`config.mk`:
```
export PLATFORM = sky130hd
export DESIGN_NAME = four_wheel_incremental_pi_drive
export DESIGN_NICKNAME = d
export VERILOG_FILES = /design/src/hw/rtl/fwpi_pkg.sv /design/src/hw/rtl/fwpi_state_mem.sv /design/src/hw/rtl/fwpi_pi_unit.sv /design/src/hw/rtl/fwpi_rsp_buf.sv /design/src/hw/rtl/four_wheel_incremental_pi_drive.sv
export SDC_FILE = /design/constraint.sdc
export NUM_CORES = 2
export LEC_CHECK = 0
export ABC_AREA = 0
export ABC_CLOCK_PERIOD_IN_PS = 22800
export BUFFER_PORTS_ARGS = -buffer_cell sky130_fd_sc_hd__buf_2
export CAP_MARGIN = 10
export CELL_PAD_IN_SITES_DETAIL_PLACEMENT = 1
export CELL_PAD_IN_SITES_GLOBAL_PLACEMENT = 2
export CORE_AREA = 2 2 329 331
export DETAILED_ROUTE_END_ITERATION = 12
export DIE_AREA = 0 0 331 333
export PLACE_DENSITY_LB_ADDON = 0.1
export SYNTH_ARGS = -nofsm -noshare
export SYNTH_HDL_FRONTEND = slang
export SYNTH_HIERARCHICAL = 1
export SYNTH_SLANG_ARGS = --single-unit
```
`constraint.sdc`:
```
create_clock -name clock -period 22.8 [get_ports clock]
set_clock_uncertainty 0.05 [all_clocks]
set_input_delay 3.42 -clock clock [delete_from_list [all_inputs] [get_ports clock]]
set_output_delay 3.42 -clock clock [all_outputs]
set_load 0.01 [all_outputs]
```
`src/hw/rtl/fwpi_pkg.sv`:
```
// Shared types, widths and constants for the four-wheel incremental PI drive.
// No dependencies; imported by every module of the block.
package fwpi_pkg;

   // Block dimensions
   localparam int NUM_WHEELS   = 4;
   localparam int WHEEL_W      = 2;
   localparam int DRIVE_MAX    = 7200;
   localparam int ENCODER_BITS = 16;

   // Field widths
   localparam int VEL_W    = 11;
   localparam int ENC_W    = 16;
   localparam int BAT_W    = 16;
   localparam int GAIN_W   = 8;
   localparam int LIMIT_W  = 13;
   localparam int MAG_W    = 13;

   // Datapath widths
   localparam int DRIVE_W  = 14;
   localparam int TARGET_W = 13;
   localparam int ERR_W    = 17;
   localparam int DIFF_W   = 18;
   localparam int PTERM_W  = GAIN_W + 1 + DIFF_W;
   localparam int ITERM_W  = GAIN_W + 1 + ERR_W;
   localparam int SUM_W    = PTERM_W + 2;
   localparam int CLAMP_W  = DRIVE_W + 1;

   // Configuration port
   localparam int CSR_INDEX_W = 2;
   localparam int CSR_DATA_W  = 16;

   localparam logic [CSR_INDEX_W-1:0] CSR_PROP_GAIN   = CSR_INDEX_W'(0);
   localparam logic [CSR_INDEX_W-1:0] CSR_INTEG_GAIN  = CSR_INDEX_W'(1);
   localparam logic [CSR_INDEX_W-1:0] CSR_OUTPUT_LIM  = CSR_INDEX_W'(2);
   localparam logic [CSR_INDEX_W-1:0] CSR_LOW_BATTERY = CSR_INDEX_W'(3);

   localparam logic [GAIN_W-1:0]  PROP_GAIN_RST   = GAIN_W'(10);
   localparam logic [GAIN_W-1:0]  INTEG_GAIN_RST  = GAIN_W'(10);
   localparam logic [LIMIT_W-1:0] OUTPUT_LIM_RST  = LIMIT_W'(6900);
   localparam logic [BAT_W-1:0]   LOW_BATTERY_RST = BAT_W'(2000);

   // Wheel codes
   localparam logic [WHEEL_W-1:0] WHEEL_A = WHEEL_W'(0);
   localparam logic [WHEEL_W-1:0] WHEEL_B = WHEEL_W'(1);
   localparam logic [WHEEL_W-1:0] WHEEL_C = WHEEL_W'(2);
   localparam logic [WHEEL_W-1:0] WHEEL_D = WHEEL_W'(3);

   // Wheels whose direction bit is set on a negative drive (A and B)
   localparam logic [NUM_WHEELS-1:0] REV_ON_NEG = 4'b0011;

   typedef logic signed [DRIVE_W-1:0] drive_type;
   typedef logic signed [ERR_W-1:0]   err_type;

   // One entry of the per-wheel state memory
   typedef struct packed {
      drive_type drive;
      err_type   err;
   } state_entry_type;

   // One input transaction
   typedef struct packed {
      logic signed [VEL_W-1:0] vel_x;
      logic signed [VEL_W-1:0] vel_y;
      logic signed [VEL_W-1:0] vel_z;
      logic signed [ENC_W-1:0] count_a;
      logic signed [ENC_W-1:0] count_b;
      logic signed [ENC_W-1:0] count_c;
      logic signed [ENC_W-1:0] count_d;
      logic [BAT_W-1:0]        battery_level;
      logic                    drive_enable;
   } item_type;

   // Finished drives of one transaction, from the PI unit to the result buffer
   typedef struct packed {
      logic                        done;
      logic                        fault;
      drive_type [NUM_WHEELS-1:0]  drive;
   } pi_result_type;

   // One result transaction
   typedef struct packed {
      logic [NUM_WHEELS-1:0][MAG_W-1:0] magnitude;
      logic [NUM_WHEELS-1:0]            reverse;
      logic                             power_fault;
   } rsp_type;

endpackage

```
`src/hw/rtl/fwpi_state_mem.sv`:
```
// Per-wheel PI state memory: accumulated drive and previous error.
// Synchronous registered read; entries read as zero until written.
// Depends on fwpi_pkg.
module fwpi_state_mem (
   input  logic                           clock,
   input  logic                           reset,
   input  logic [fwpi_pkg::WHEEL_W-1:0]   rd_addr,
   output fwpi_pkg::state_entry_type      rd_data,
   input  logic                           wr_en,
   input  logic [fwpi_pkg::WHEEL_W-1:0]   wr_addr,
   input  fwpi_pkg::state_entry_type      wr_data
);
   import fwpi_pkg::*;

   state_entry_type       state_ram [NUM_WHEELS];
   logic [NUM_WHEELS-1:0] valid_ff;
   logic [NUM_WHEELS-1:0] valid_in;
   state_entry_type       rd_data_ff;
   logic                  rd_valid_ff;

   // Mark entries written since reset
   always_comb begin
      valid_in = valid_ff;
      if (wr_en) begin
         valid_in[wr_addr] = 1'b1;
      end
   end

   always_ff @(posedge clock) begin
      if (reset) begin
         valid_ff    <= '0;
         rd_valid_ff <= 1'b0;
      end else begin
         valid_ff    <= valid_in;
         rd_valid_ff <= valid_ff[rd_addr];
      end
   end

   // Write port and registered read port
   always_ff @(posedge clock) begin
      if (wr_en) begin
         state_ram[wr_addr] <= wr_data;
      end
      rd_data_ff <= state_ram[rd_addr];
   end

   // Unwritten entries hold the reset value of zero
   assign rd_data = rd_valid_ff ? rd_data_ff : '0;

endmodule

```
`src/hw/rtl/fwpi_pi_unit.sv`:
```
// Shared PI update unit: one wheel per cycle through mix, multiply and
// accumulate stages, with read-modify-write of the per-wheel state memory.
// Depends on fwpi_pkg and fwpi_state_mem.
module fwpi_pi_unit (
   input  logic                           clock,
   input  logic                           reset,
   input  logic                           issue,
   input  logic [fwpi_pkg::WHEEL_W-1:0]   wheel,
   input  fwpi_pkg::item_type             item,
   input  logic [fwpi_pkg::GAIN_W-1:0]    prop_gain,
   input  logic [fwpi_pkg::GAIN_W-1:0]    integ_gain,
   input  logic [fwpi_pkg::BAT_W-1:0]     low_battery_level,
   output fwpi_pkg::pi_result_type        result
);
   import fwpi_pkg::*;

   localparam logic signed [SUM_W-1:0] SAT_HI = SUM_W'(DRIVE_MAX);
   localparam logic signed [SUM_W-1:0] SAT_LO = -SUM_W'(DRIVE_MAX);

   // Stage 0: mix and error
   logic signed [ENCODER_BITS-1:0] enc_sel;
   logic signed [TARGET_W-1:0]     vx;
   logic signed [TARGET_W-1:0]     vy;
   logic signed [TARGET_W-1:0]     vz;
   logic signed [TARGET_W-1:0]     target;
   err_type                        err0;
   logic                           fault0;

   // Stage 1 registers
   logic                  v1_ff;
   logic [WHEEL_W-1:0]    wheel1_ff;
   err_type               err1_ff;
   logic                  fault1_ff;
   state_entry_type       rd_data;
   logic signed [DIFF_W-1:0]  diff;
   logic signed [GAIN_W:0]    kp_s;
   logic signed [GAIN_W:0]    ki_s;
   logic signed [PTERM_W-1:0] pterm;
   logic signed [ITERM_W-1:0] iterm;

   // Stage 2 registers
   logic                      v2_ff;
   logic [WHEEL_W-1:0]        wheel2_ff;
   err_type                   err2_ff;
   logic                      fault2_ff;
   drive_type                 acc2_ff;
   logic signed [PTERM_W-1:0] pterm2_ff;
   logic signed [ITERM_W-1:0] iterm2_ff;
   logic signed [SUM_W-1:0]   sum;
   drive_type                 sat;
   state_entry_type           wr_data;

   // Collected drives of the transaction in flight
   drive_type drive_ff [NUM_WHEELS];
   logic      done_ff;
   logic      fault_ff;

   // Mix the body command into the selected wheel's target
   always_comb begin
      vx = TARGET_W'(item.vel_x);
      vy = TARGET_W'(item.vel_y);
      vz = TARGET_W'(item.vel_z);
      case (wheel)
         WHEEL_A: begin
            enc_sel = item.count_a[ENCODER_BITS-1:0];
            target  = -vx + vy + vz;
         end
         WHEEL_B: begin
            enc_sel = item.count_b[ENCODER_BITS-1:0];
            target  = vx + vy - vz;
         end
         WHEEL_C: begin
            enc_sel = item.count_c[ENCODER_BITS-1:0];
            target  = -vx + vy - vz;
         end
         default: begin
            enc_sel = item.count_d[ENCODER_BITS-1:0];
            target  = vx + vy + vz;
         end
      endcase
      err0   = ERR_W'(enc_sel) - ERR_W'(target);
      fault0 = (item.battery_level < low_battery_level) || !item.drive_enable;
   end

   // Read the wheel's state while the error is registered
   fwpi_state_mem u_state_mem (
      .clock   (clock),
      .reset   (reset),
      .rd_addr (wheel),
      .rd_data (rd_data),
      .wr_en   (v2_ff),
      .wr_addr (wheel2_ff),
      .wr_data (wr_data)
   );

   always_ff @(posedge clock) begin
      if (reset) begin
         v1_ff <= 1'b0;
      end else begin
         v1_ff <= issue;
      end
      wheel1_ff <= wheel;
      err1_ff   <= err0;
      fault1_ff <= fault0;
   end

   // Stage 1: proportional and integral products
   always_comb begin
      kp_s  = {1'b0, prop_gain};
      ki_s  = {1'b0, integ_gain};
      diff  = DIFF_W'(err1_ff) - DIFF_W'(rd_data.err);
      pterm = kp_s * diff;
      iterm = ki_s * err1_ff;
   end

   always_ff @(posedge clock) begin
      if (reset) begin
         v2_ff <= 1'b0;
      end else begin
         v2_ff <= v1_ff;
      end
      wheel2_ff <= wheel1_ff;
      err2_ff   <= err1_ff;
      fault2_ff <= fault1_ff;
      acc2_ff   <= rd_data.drive;
      pterm2_ff <= pterm;
      iterm2_ff <= iterm;
   end

   // Stage 2: accumulate, saturate and write back
   always_comb begin
      sum = SUM_W'(acc2_ff) + SUM_W'(pterm2_ff) + SUM_W'(iterm2_ff);
      if (sum > SAT_HI) begin
         sat = DRIVE_W'(SAT_HI);
      end else if (sum < SAT_LO) begin
         sat = DRIVE_W'(SAT_LO);
      end else begin
         sat = DRIVE_W'(sum);
      end
      wr_data.drive = sat;
      wr_data.err   = err2_ff;
   end

   // Collect drives; flag completion after the last wheel
   always_ff @(posedge clock) begin
      if (reset) begin
         done_ff <= 1'b0;
      end else begin
         done_ff <= v2_ff && (wheel2_ff == WHEEL_D);
      end
      if (v2_ff) begin
         drive_ff[wheel2_ff] <= sat;
      end
      if (v2_ff && (wheel2_ff == WHEEL_D)) begin
         fault_ff <= fault2_ff;
      end
   end

   always_comb begin
      result.done  = done_ff;
      result.fault = fault_ff;
      for (int i = 0; i < NUM_WHEELS; i++) begin
         result.drive[i] = drive_ff[i];
      end
   end

endmodule

```
`src/hw/rtl/fwpi_rsp_buf.sv`:
```
// Result formatting and buffering: output clamp, sign/magnitude split and a
// two-deep buffer (output register plus one spare) toward the result channel.
// Depends on fwpi_pkg.
module fwpi_rsp_buf (
   input  logic                           clock,
   input  logic                           reset,
   input  fwpi_pkg::pi_result_type        result,
   input  logic [fwpi_pkg::LIMIT_W-1:0]   output_limit,
   input  logic                           rsp_stall,
   output logic                           rsp_valid,
   output fwpi_pkg::rsp_type              rsp_data
);
   import fwpi_pkg::*;

   rsp_type                    fmt;
   logic signed [CLAMP_W-1:0]  lim_hi;
   logic signed [CLAMP_W-1:0]  lim_lo;
   logic signed [CLAMP_W-1:0]  drv;
   logic signed [CLAMP_W-1:0]  clamped;
   logic [CLAMP_W-1:0]         abs_val;

   rsp_type rsp_ff;
   logic    rsp_vld_ff;
   rsp_type pend_ff;
   logic    pend_vld_ff;
   logic    rsp_free;

   // Clamp each drive and split into magnitude and direction
   always_comb begin
      lim_hi  = CLAMP_W'(output_limit);
      lim_lo  = -lim_hi;
      drv     = '0;
      clamped = '0;
      abs_val = '0;
      fmt     = '0;
      for (int i = 0; i < NUM_WHEELS; i++) begin
         drv = CLAMP_W'($signed(result.drive[i]));
         if (drv > lim_hi) begin
            clamped = lim_hi;
         end else if (drv < lim_lo) begin
            clamped = lim_lo;
         end else begin
            clamped = drv;
         end
         abs_val = clamped[CLAMP_W-1] ? CLAMP_W'(-clamped) : CLAMP_W'(clamped);
         fmt.magnitude[i] = result.fault ? '0 : abs_val[MAG_W-1:0];
         fmt.reverse[i]   = REV_ON_NEG[i] ? clamped[CLAMP_W-1]
                                          : (!clamped[CLAMP_W-1] && (clamped != '0));
      end
      fmt.power_fault = result.fault;
   end

   assign rsp_free = !rsp_vld_ff || !rsp_stall;

   // Advance the spare into the output register; park a result when stalled
   always_ff @(posedge clock) begin
      if (reset) begin
         rsp_vld_ff  <= 1'b0;
         pend_vld_ff <= 1'b0;
      end else if (rsp_free) begin
         if (pend_vld_ff) begin
            rsp_vld_ff  <= 1'b1;
            pend_vld_ff <= result.done;
         end else begin
            rsp_vld_ff  <= result.done;
         end
      end else if (result.done) begin
         pend_vld_ff <= 1'b1;
      end
   end

   always_ff @(posedge clock) begin
      if (rsp_free) begin
         if (pend_vld_ff) begin
            rsp_ff <= pend_ff;
            if (result.done) begin
               pend_ff <= fmt;
            end
         end else if (result.done) begin
            rsp_ff <= fmt;
         end
      end else if (result.done) begin
         pend_ff <= fmt;
      end
   end

   assign rsp_valid = rsp_vld_ff;
   assign rsp_data  = rsp_ff;

endmodule

```
`src/hw/rtl/four_wheel_incremental_pi_drive.sv`:
```
// Top level of the four-wheel incremental PI drive: input register, wheel
// sequencer, configuration registers and result credit count.
// Depends on fwpi_pkg, fwpi_pi_unit and fwpi_rsp_buf.
//
//   channel  direction  handshake             payload
//   req_     in         req_valid / req_stall velocity command, wheel counts, battery, enable
//   rsp_     out        rsp_valid / rsp_stall four magnitudes, four reverse bits, fault
//   csr_     in         csr_valid / csr_ready register index and write data
//
// A transaction passes one wheel per cycle, once a result credit is free, through the shared PI unit
// and the single read and write port of the state memory; the next transaction is
// accepted as the last wheel of the current one issues.
// Reset clears the control state; the state memory reads as zero through its
// per-entry valid bits, so no clearing pass is needed. Up to two finished
// results are held while rsp_stall is high; a third transaction then waits in
// the input register with req_stall high.
module four_wheel_incremental_pi_drive (
   input  logic                                clock,
   input  logic                                reset,
   // Input channel
   input  logic                                req_valid,
   output logic                                req_stall,
   input  logic signed [fwpi_pkg::VEL_W-1:0]   req_vel_x,
   input  logic signed [fwpi_pkg::VEL_W-1:0]   req_vel_y,
   input  logic signed [fwpi_pkg::VEL_W-1:0]   req_vel_z,
   input  logic signed [fwpi_pkg::ENC_W-1:0]   req_count_a,
   input  logic signed [fwpi_pkg::ENC_W-1:0]   req_count_b,
   input  logic signed [fwpi_pkg::ENC_W-1:0]   req_count_c,
   input  logic signed [fwpi_pkg::ENC_W-1:0]   req_count_d,
   input  logic [fwpi_pkg::BAT_W-1:0]          req_battery_level,
   input  logic                                req_drive_enable,
   // Result channel
   output logic                                rsp_valid,
   input  logic                                rsp_stall,
   output logic [fwpi_pkg::MAG_W-1:0]          rsp_magnitude_a,
   output logic                                rsp_reverse_a,
   output logic [fwpi_pkg::MAG_W-1:0]          rsp_magnitude_b,
   output logic                                rsp_reverse_b,
   output logic [fwpi_pkg::MAG_W-1:0]          rsp_magnitude_c,
   output logic                                rsp_reverse_c,
   output logic [fwpi_pkg::MAG_W-1:0]          rsp_magnitude_d,
   output logic                                rsp_reverse_d,
   output logic                                rsp_power_fault,
   // Configuration write channel
   input  logic                                csr_valid,
   output logic                                csr_ready,
   input  logic [fwpi_pkg::CSR_INDEX_W-1:0]    csr_index,
   input  logic [fwpi_pkg::CSR_DATA_W-1:0]     csr_wdata
);
   import fwpi_pkg::*;

   // Configuration registers
   logic [GAIN_W-1:0]  prop_gain_ff;
   logic [GAIN_W-1:0]  integ_gain_ff;
   logic [LIMIT_W-1:0] output_limit_ff;
   logic [BAT_W-1:0]   low_battery_ff;

   // Input register and sequencer
   item_type           item_ff;
   item_type           req_item;
   logic               item_vld_ff;
   logic               item_vld_in;
   logic [WHEEL_W-1:0] wheel_ff;
   logic [WHEEL_W-1:0] wheel_in;
   logic [1:0]         credit_ff;
   logic [1:0]         credit_in;
   logic               issue;
   logic               last_issue;
   logic               start;
   logic               accept;
   logic               rsp_taken;
   logic               credit_ok;

   pi_result_type      pi_result;
   rsp_type            rsp_data;

   // Write configuration registers
   assign csr_ready = 1'b1;

   always_ff @(posedge clock) begin
      if (reset) begin
         prop_gain_ff    <= PROP_GAIN_RST;
         integ_gain_ff   <= INTEG_GAIN_RST;
         output_limit_ff <= OUTPUT_LIM_RST;
         low_battery_ff  <= LOW_BATTERY_RST;
      end else if (csr_valid && csr_ready) begin
         case (csr_index)
            CSR_PROP_GAIN:   prop_gain_ff    <= csr_wdata[GAIN_W-1:0];
            CSR_INTEG_GAIN:  integ_gain_ff   <= csr_wdata[GAIN_W-1:0];
            CSR_OUTPUT_LIM:  output_limit_ff <= csr_wdata[LIMIT_W-1:0];
            CSR_LOW_BATTERY: low_battery_ff  <= csr_wdata[BAT_W-1:0];
            default: ;
         endcase
      end
   end

   // Gather the input fields
   always_comb begin
      req_item.vel_x         = req_vel_x;
      req_item.vel_y         = req_vel_y;
      req_item.vel_z         = req_vel_z;
      req_item.count_a       = req_count_a;
      req_item.count_b       = req_count_b;
      req_item.count_c       = req_count_c;
      req_item.count_d       = req_count_d;
      req_item.battery_level = req_battery_level;
      req_item.drive_enable  = req_drive_enable;
   end

   // Start a transaction only when a result slot is sure to be free
   assign rsp_taken  = rsp_valid && !rsp_stall;
   assign credit_ok  = (credit_ff < 2'd2) || rsp_taken;
   assign issue      = item_vld_ff && ((wheel_ff != WHEEL_A) || credit_ok);
   assign start      = issue && (wheel_ff == WHEEL_A);
   assign last_issue = issue && (wheel_ff == WHEEL_D);
   assign req_stall  = item_vld_ff && !last_issue;
   assign accept     = req_valid && !req_stall;

   always_comb begin
      item_vld_in = item_vld_ff;
      if (accept) begin
         item_vld_in = 1'b1;
      end else if (last_issue) begin
         item_vld_in = 1'b0;
      end
      wheel_in  = issue ? wheel_ff + WHEEL_W'(1) : wheel_ff;
      credit_in = credit_ff + {1'b0, start} - {1'b0, rsp_taken};
   end

   always_ff @(posedge clock) begin
      if (reset) begin
         item_vld_ff <= 1'b0;
         wheel_ff    <= WHEEL_A;
         credit_ff   <= '0;
      end else begin
         item_vld_ff <= item_vld_in;
         wheel_ff    <= wheel_in;
         credit_ff   <= credit_in;
      end
      if (accept) begin
         item_ff <= req_item;
      end
   end

   fwpi_pi_unit u_pi_unit (
      .clock             (clock),
      .reset             (reset),
      .issue             (issue),
      .wheel             (wheel_ff),
      .item              (item_ff),
      .prop_gain         (prop_gain_ff),
      .integ_gain        (integ_gain_ff),
      .low_battery_level (low_battery_ff),
      .result            (pi_result)
   );

   fwpi_rsp_buf u_rsp_buf (
      .clock        (clock),
      .reset        (reset),
      .result       (pi_result),
      .output_limit (output_limit_ff),
      .rsp_stall    (rsp_stall),
      .rsp_valid    (rsp_valid),
      .rsp_data     (rsp_data)
   );

   // Drive the result fields
   assign rsp_magnitude_a = rsp_data.magnitude[WHEEL_A];
   assign rsp_reverse_a   = rsp_data.reverse[WHEEL_A];
   assign rsp_magnitude_b = rsp_data.magnitude[WHEEL_B];
   assign rsp_reverse_b   = rsp_data.reverse[WHEEL_B];
   assign rsp_magnitude_c = rsp_data.magnitude[WHEEL_C];
   assign rsp_reverse_c   = rsp_data.reverse[WHEEL_C];
   assign rsp_magnitude_d = rsp_data.magnitude[WHEEL_D];
   assign rsp_reverse_d   = rsp_data.reverse[WHEEL_D];
   assign rsp_power_fault = rsp_data.power_fault;

endmodule

```
==> results.md <==
* CP startpoint kind: flip-flop
* GR Layer Usage met1 at 0.3006
* Global route hottest layer: met2
* Outcome: finished clean
* Worst slew pin tran at 1.254 ns
* Top delay family on crit path: compound AO/OA/AOI/OAI gates
* Post-route ant nets at 0
* Tcrit/Tclk final at 0.3779
* Mapped Cells at 4023
* Clock latency on the worst-skew pair at 0.64 ns
* Post-Syn Area per Cell at 10.53 um2
* Global route overflow at 0
* Setup TNS at 0 ns
* Die X at 331 um
* Worst EP arrival at 9.13 ns
* Clock sink count at 607
* Syn_nets at 4738
* Largest net degree at the start of global routing at 76
* Yosys top cell by area: edfxtp_1
* Clk pin slew, worst setup/hold paths at 0.06 ns
* Async S/R FF share, synth at 0
* Hpwl dp at 92100 um
* Setup violators final at 0
* Seq cells post-synth at 607
* Core ar. at 0.1066 mm2
* WL per Instance at 21.18 um
* Routed Wire Length at 119900 um
* Sequential share of the synthesized area at 0.3836
* Die area at 0.1102 mm2
* H-tree levels at 3
* Critical path class: reg -> reg
* Fraction of layout cells with a size suffix above 1 at 0.1151
* Post-DR vias/cell at 5.340
* Final nets at 4913
* CTS tree: built
* Yosys warns at 6
* Unrepaired setup endpoints after global routing: no
* Buf/Inv on CP at 4
* WHS at 0.2673 ns
* Root buffer cell: clkbuf_16
* Pleak at 19.95 nW
* Worst-case vdd ir drop at 0.1392 mV
* DRC viols at 0
* WP data required at 23.32 ns
* Area delta synth->final at 11.26%
* DR iter-0 viols at 1494
* Post-CTS setup buffer count at 0
* WHS Path Cells at 0
* HP Class: reg -> reg
* TritonCTS Buffers at 70
* R2r worst-path depth at 31
* Max cap viols at 0
* Max-slew violations at 0
* First-pass GRT wire length at 187100 um
* Hold buffer count at CTS at 0
* GR Util met2 at 0.3665
* Reg-to-Reg Start: u_pi_unit/u_state_mem/rd_valid_ff
* CP Capture Type: flip-flop
* Post-synthesis cell type count at 118
* Initial antenna violation count at 6
* Synth area leaders: edfxtp_1 (29%), fa_1 (12%), ha_1 (9.8%)
* Area share of the largest cell type after synthesis at 0.2900
* Hold Path End: u_pi_unit/wheel2_ff[0]
* Hold Startpoint: u_pi_unit/wheel1_ff[0]
* Final min period at 8.615 ns
* Worst path max stage delay at 1.03 ns
* Pwr per Cell Area at 153.1 mW/mm2
* FF-to-FF End: u_pi_unit/pterm2_ff[26]
* Hold Vio Cnt, Final at 0
* Synth Flop Type: edfxtp_1
* Mapped cell area at 0.04235 mm2
* GP Congestion at 0.8596
* Post-CTS sizing at 0
* Max FO, Critical Path at 31
* Number of flops mapped to enable cells by yosys at 409
* Vias in the first global route at 32.14k
* Slew Limit Headroom at 0.1587
* Row cnt at 120
* Initial core utilization at 0.3973
* Die height at 333 um
* Highest clock rate at 0.1161 GHz
* DR vias at 30.23k
* R2R setup slack at 14.19 ns
* Crit-path slowest cell: dfxtp_1
* # IOs at 197
* GRT Overall Usage at 0.2199
* CTS max path bufs at 3
* Drt pass-1 iters at 5
* Met3 GRT Util at 0.02809
* Number of port buffers at 195
per-layer routing:
layer	part of all wire	vias to the layer above	wire, um
met2	0.48	533	57220
li1	-	14336	-
met4	0.024	2	2898
met1	0.46	15213	55530
met5	0.00011	-	13
met3	0.035	144	4256
synthesized netlist by cell type, drive strengths merged, types with 92 or more instances:
master / n
nand2: 386
dfxtp: 198
xnor2: 149
edfxtp: 409
and2: 190
a21oi: 195
ha: 331
nor2: 227
inv: 451
fa: 247
clkbuf: 92
o21ai: 163
report_power, final:
group,internal (W),leakage [nW],switching (W)
logic,0.00176,13.4,0.00271
registers,0.00144,5.42,0.000156
clock network,0.000672,1.13,0.000478
total,0.00387,20.0,0.00335
final cells by class:
class / instances / area (um2)
fillers: 11782 / 59480
clock inverters: 35 / 405.4
flip-flops and latches: 607 / 16250
repair buffers: 239 / 1306
diodes: 2 / 5.005
inverters: 455 / 1708
multi-input cells: 2825 / 23760
clock buffers: 95 / 1928
well taps: 1403 / 1755
how the worst max path moves through the flow:
stage	from	endpoint	slack, ns	depth (start not counted)
global placement	u_pi_unit/u_state_mem/rd_valid_ff	u_pi_unit/pterm2_ff[26]	14.27	31
detailed placement	u_pi_unit/u_state_mem/rd_valid_ff	u_pi_unit/pterm2_ff[26]	14.20	31
CTS	u_pi_unit/u_state_mem/rd_valid_ff	u_pi_unit/pterm2_ff[26]	14.15	31
finish	u_pi_unit/u_state_mem/rd_valid_ff	u_pi_unit/pterm2_ff[26]	14.19	31
global route	u_pi_unit/u_state_mem/rd_valid_ff	u_pi_unit/pterm2_ff[26]	13.46	29
floorplan	rsp_stall	item_ff[0]	12.86	4
state kept, by name, indices dropped and copies added, names as in the netlist, 2 cells and up:
signal,count
low_battery_ff,16
u_rsp_buf/pend_ff,57
credit_ff,2
u_pi_unit/err1_ff,17
u_pi_unit/pterm2_ff,27
u_pi_unit/u_state_mem/rd_data_ff,31
u_pi_unit/wheel1_ff,2
integ_gain_ff,8
u_pi_unit/err2_ff,17
prop_gain_ff,8
output_limit_ff,13
wheel_ff,2
u_pi_unit/wheel2_ff,2
u_pi_unit/acc2_ff,14
u_pi_unit/u_state_mem/state_ram,124
u_pi_unit/u_state_mem/valid_ff,4
u_pi_unit/iterm2_ff,26
item_ff,114
u_rsp_buf/rsp_data,57
u_pi_unit/drive_ff,56
stage by stage:
step | std cells | setup WS, ns | util | area [um2] | power [W]
3_5_place_dp | 5529 | 14.20 | 0.4201 | 44780 | 0.006111
4_1_cts | 5659 | 14.15 | 0.4420 | 47120 | 0.007320
6_report | 5661 | 14.19 | 0.4420 | 47120 | 0.007212
3_3_place_gp | 5529 | 14.27 | 0.4201 | 44780 | 0.006070
2_1_floorplan | 4023 | 12.86 | - | 42350 | 0.004796
5_1_grt | 5660 | 13.46 | 0.4420 | 47120 | 0.007941
cells in the final DEF (no fill, tap or decap), types with 62 or more instances in the layout:
cell type / n
dfxtp_1: 195
a21oi_1: 186
xnor2_1: 149
nand2_1: 386
inv_1: 450
nor2b_1: 62
o21ai_0: 135
mux2i_1: 64
clkbuf_16: 72
fa_1: 247
ha_1: 331
buf_2: 195
edfxtp_1: 409
and2_1: 190
nor3_1: 66
nor2_1: 224
cells by family after synthesis:
group,after synthesis,share of synthesized area
simple gates,1177,0.1388
other cells,1,0.00008854
fa+ha+maj,581,0.2153
mux,125,0.04425
xor+xnor,213,0.04632
compound gates,728,0.1150
flops,607,0.3836
buf+inv,591,0.05660
(Power assumes the default switching activity.)
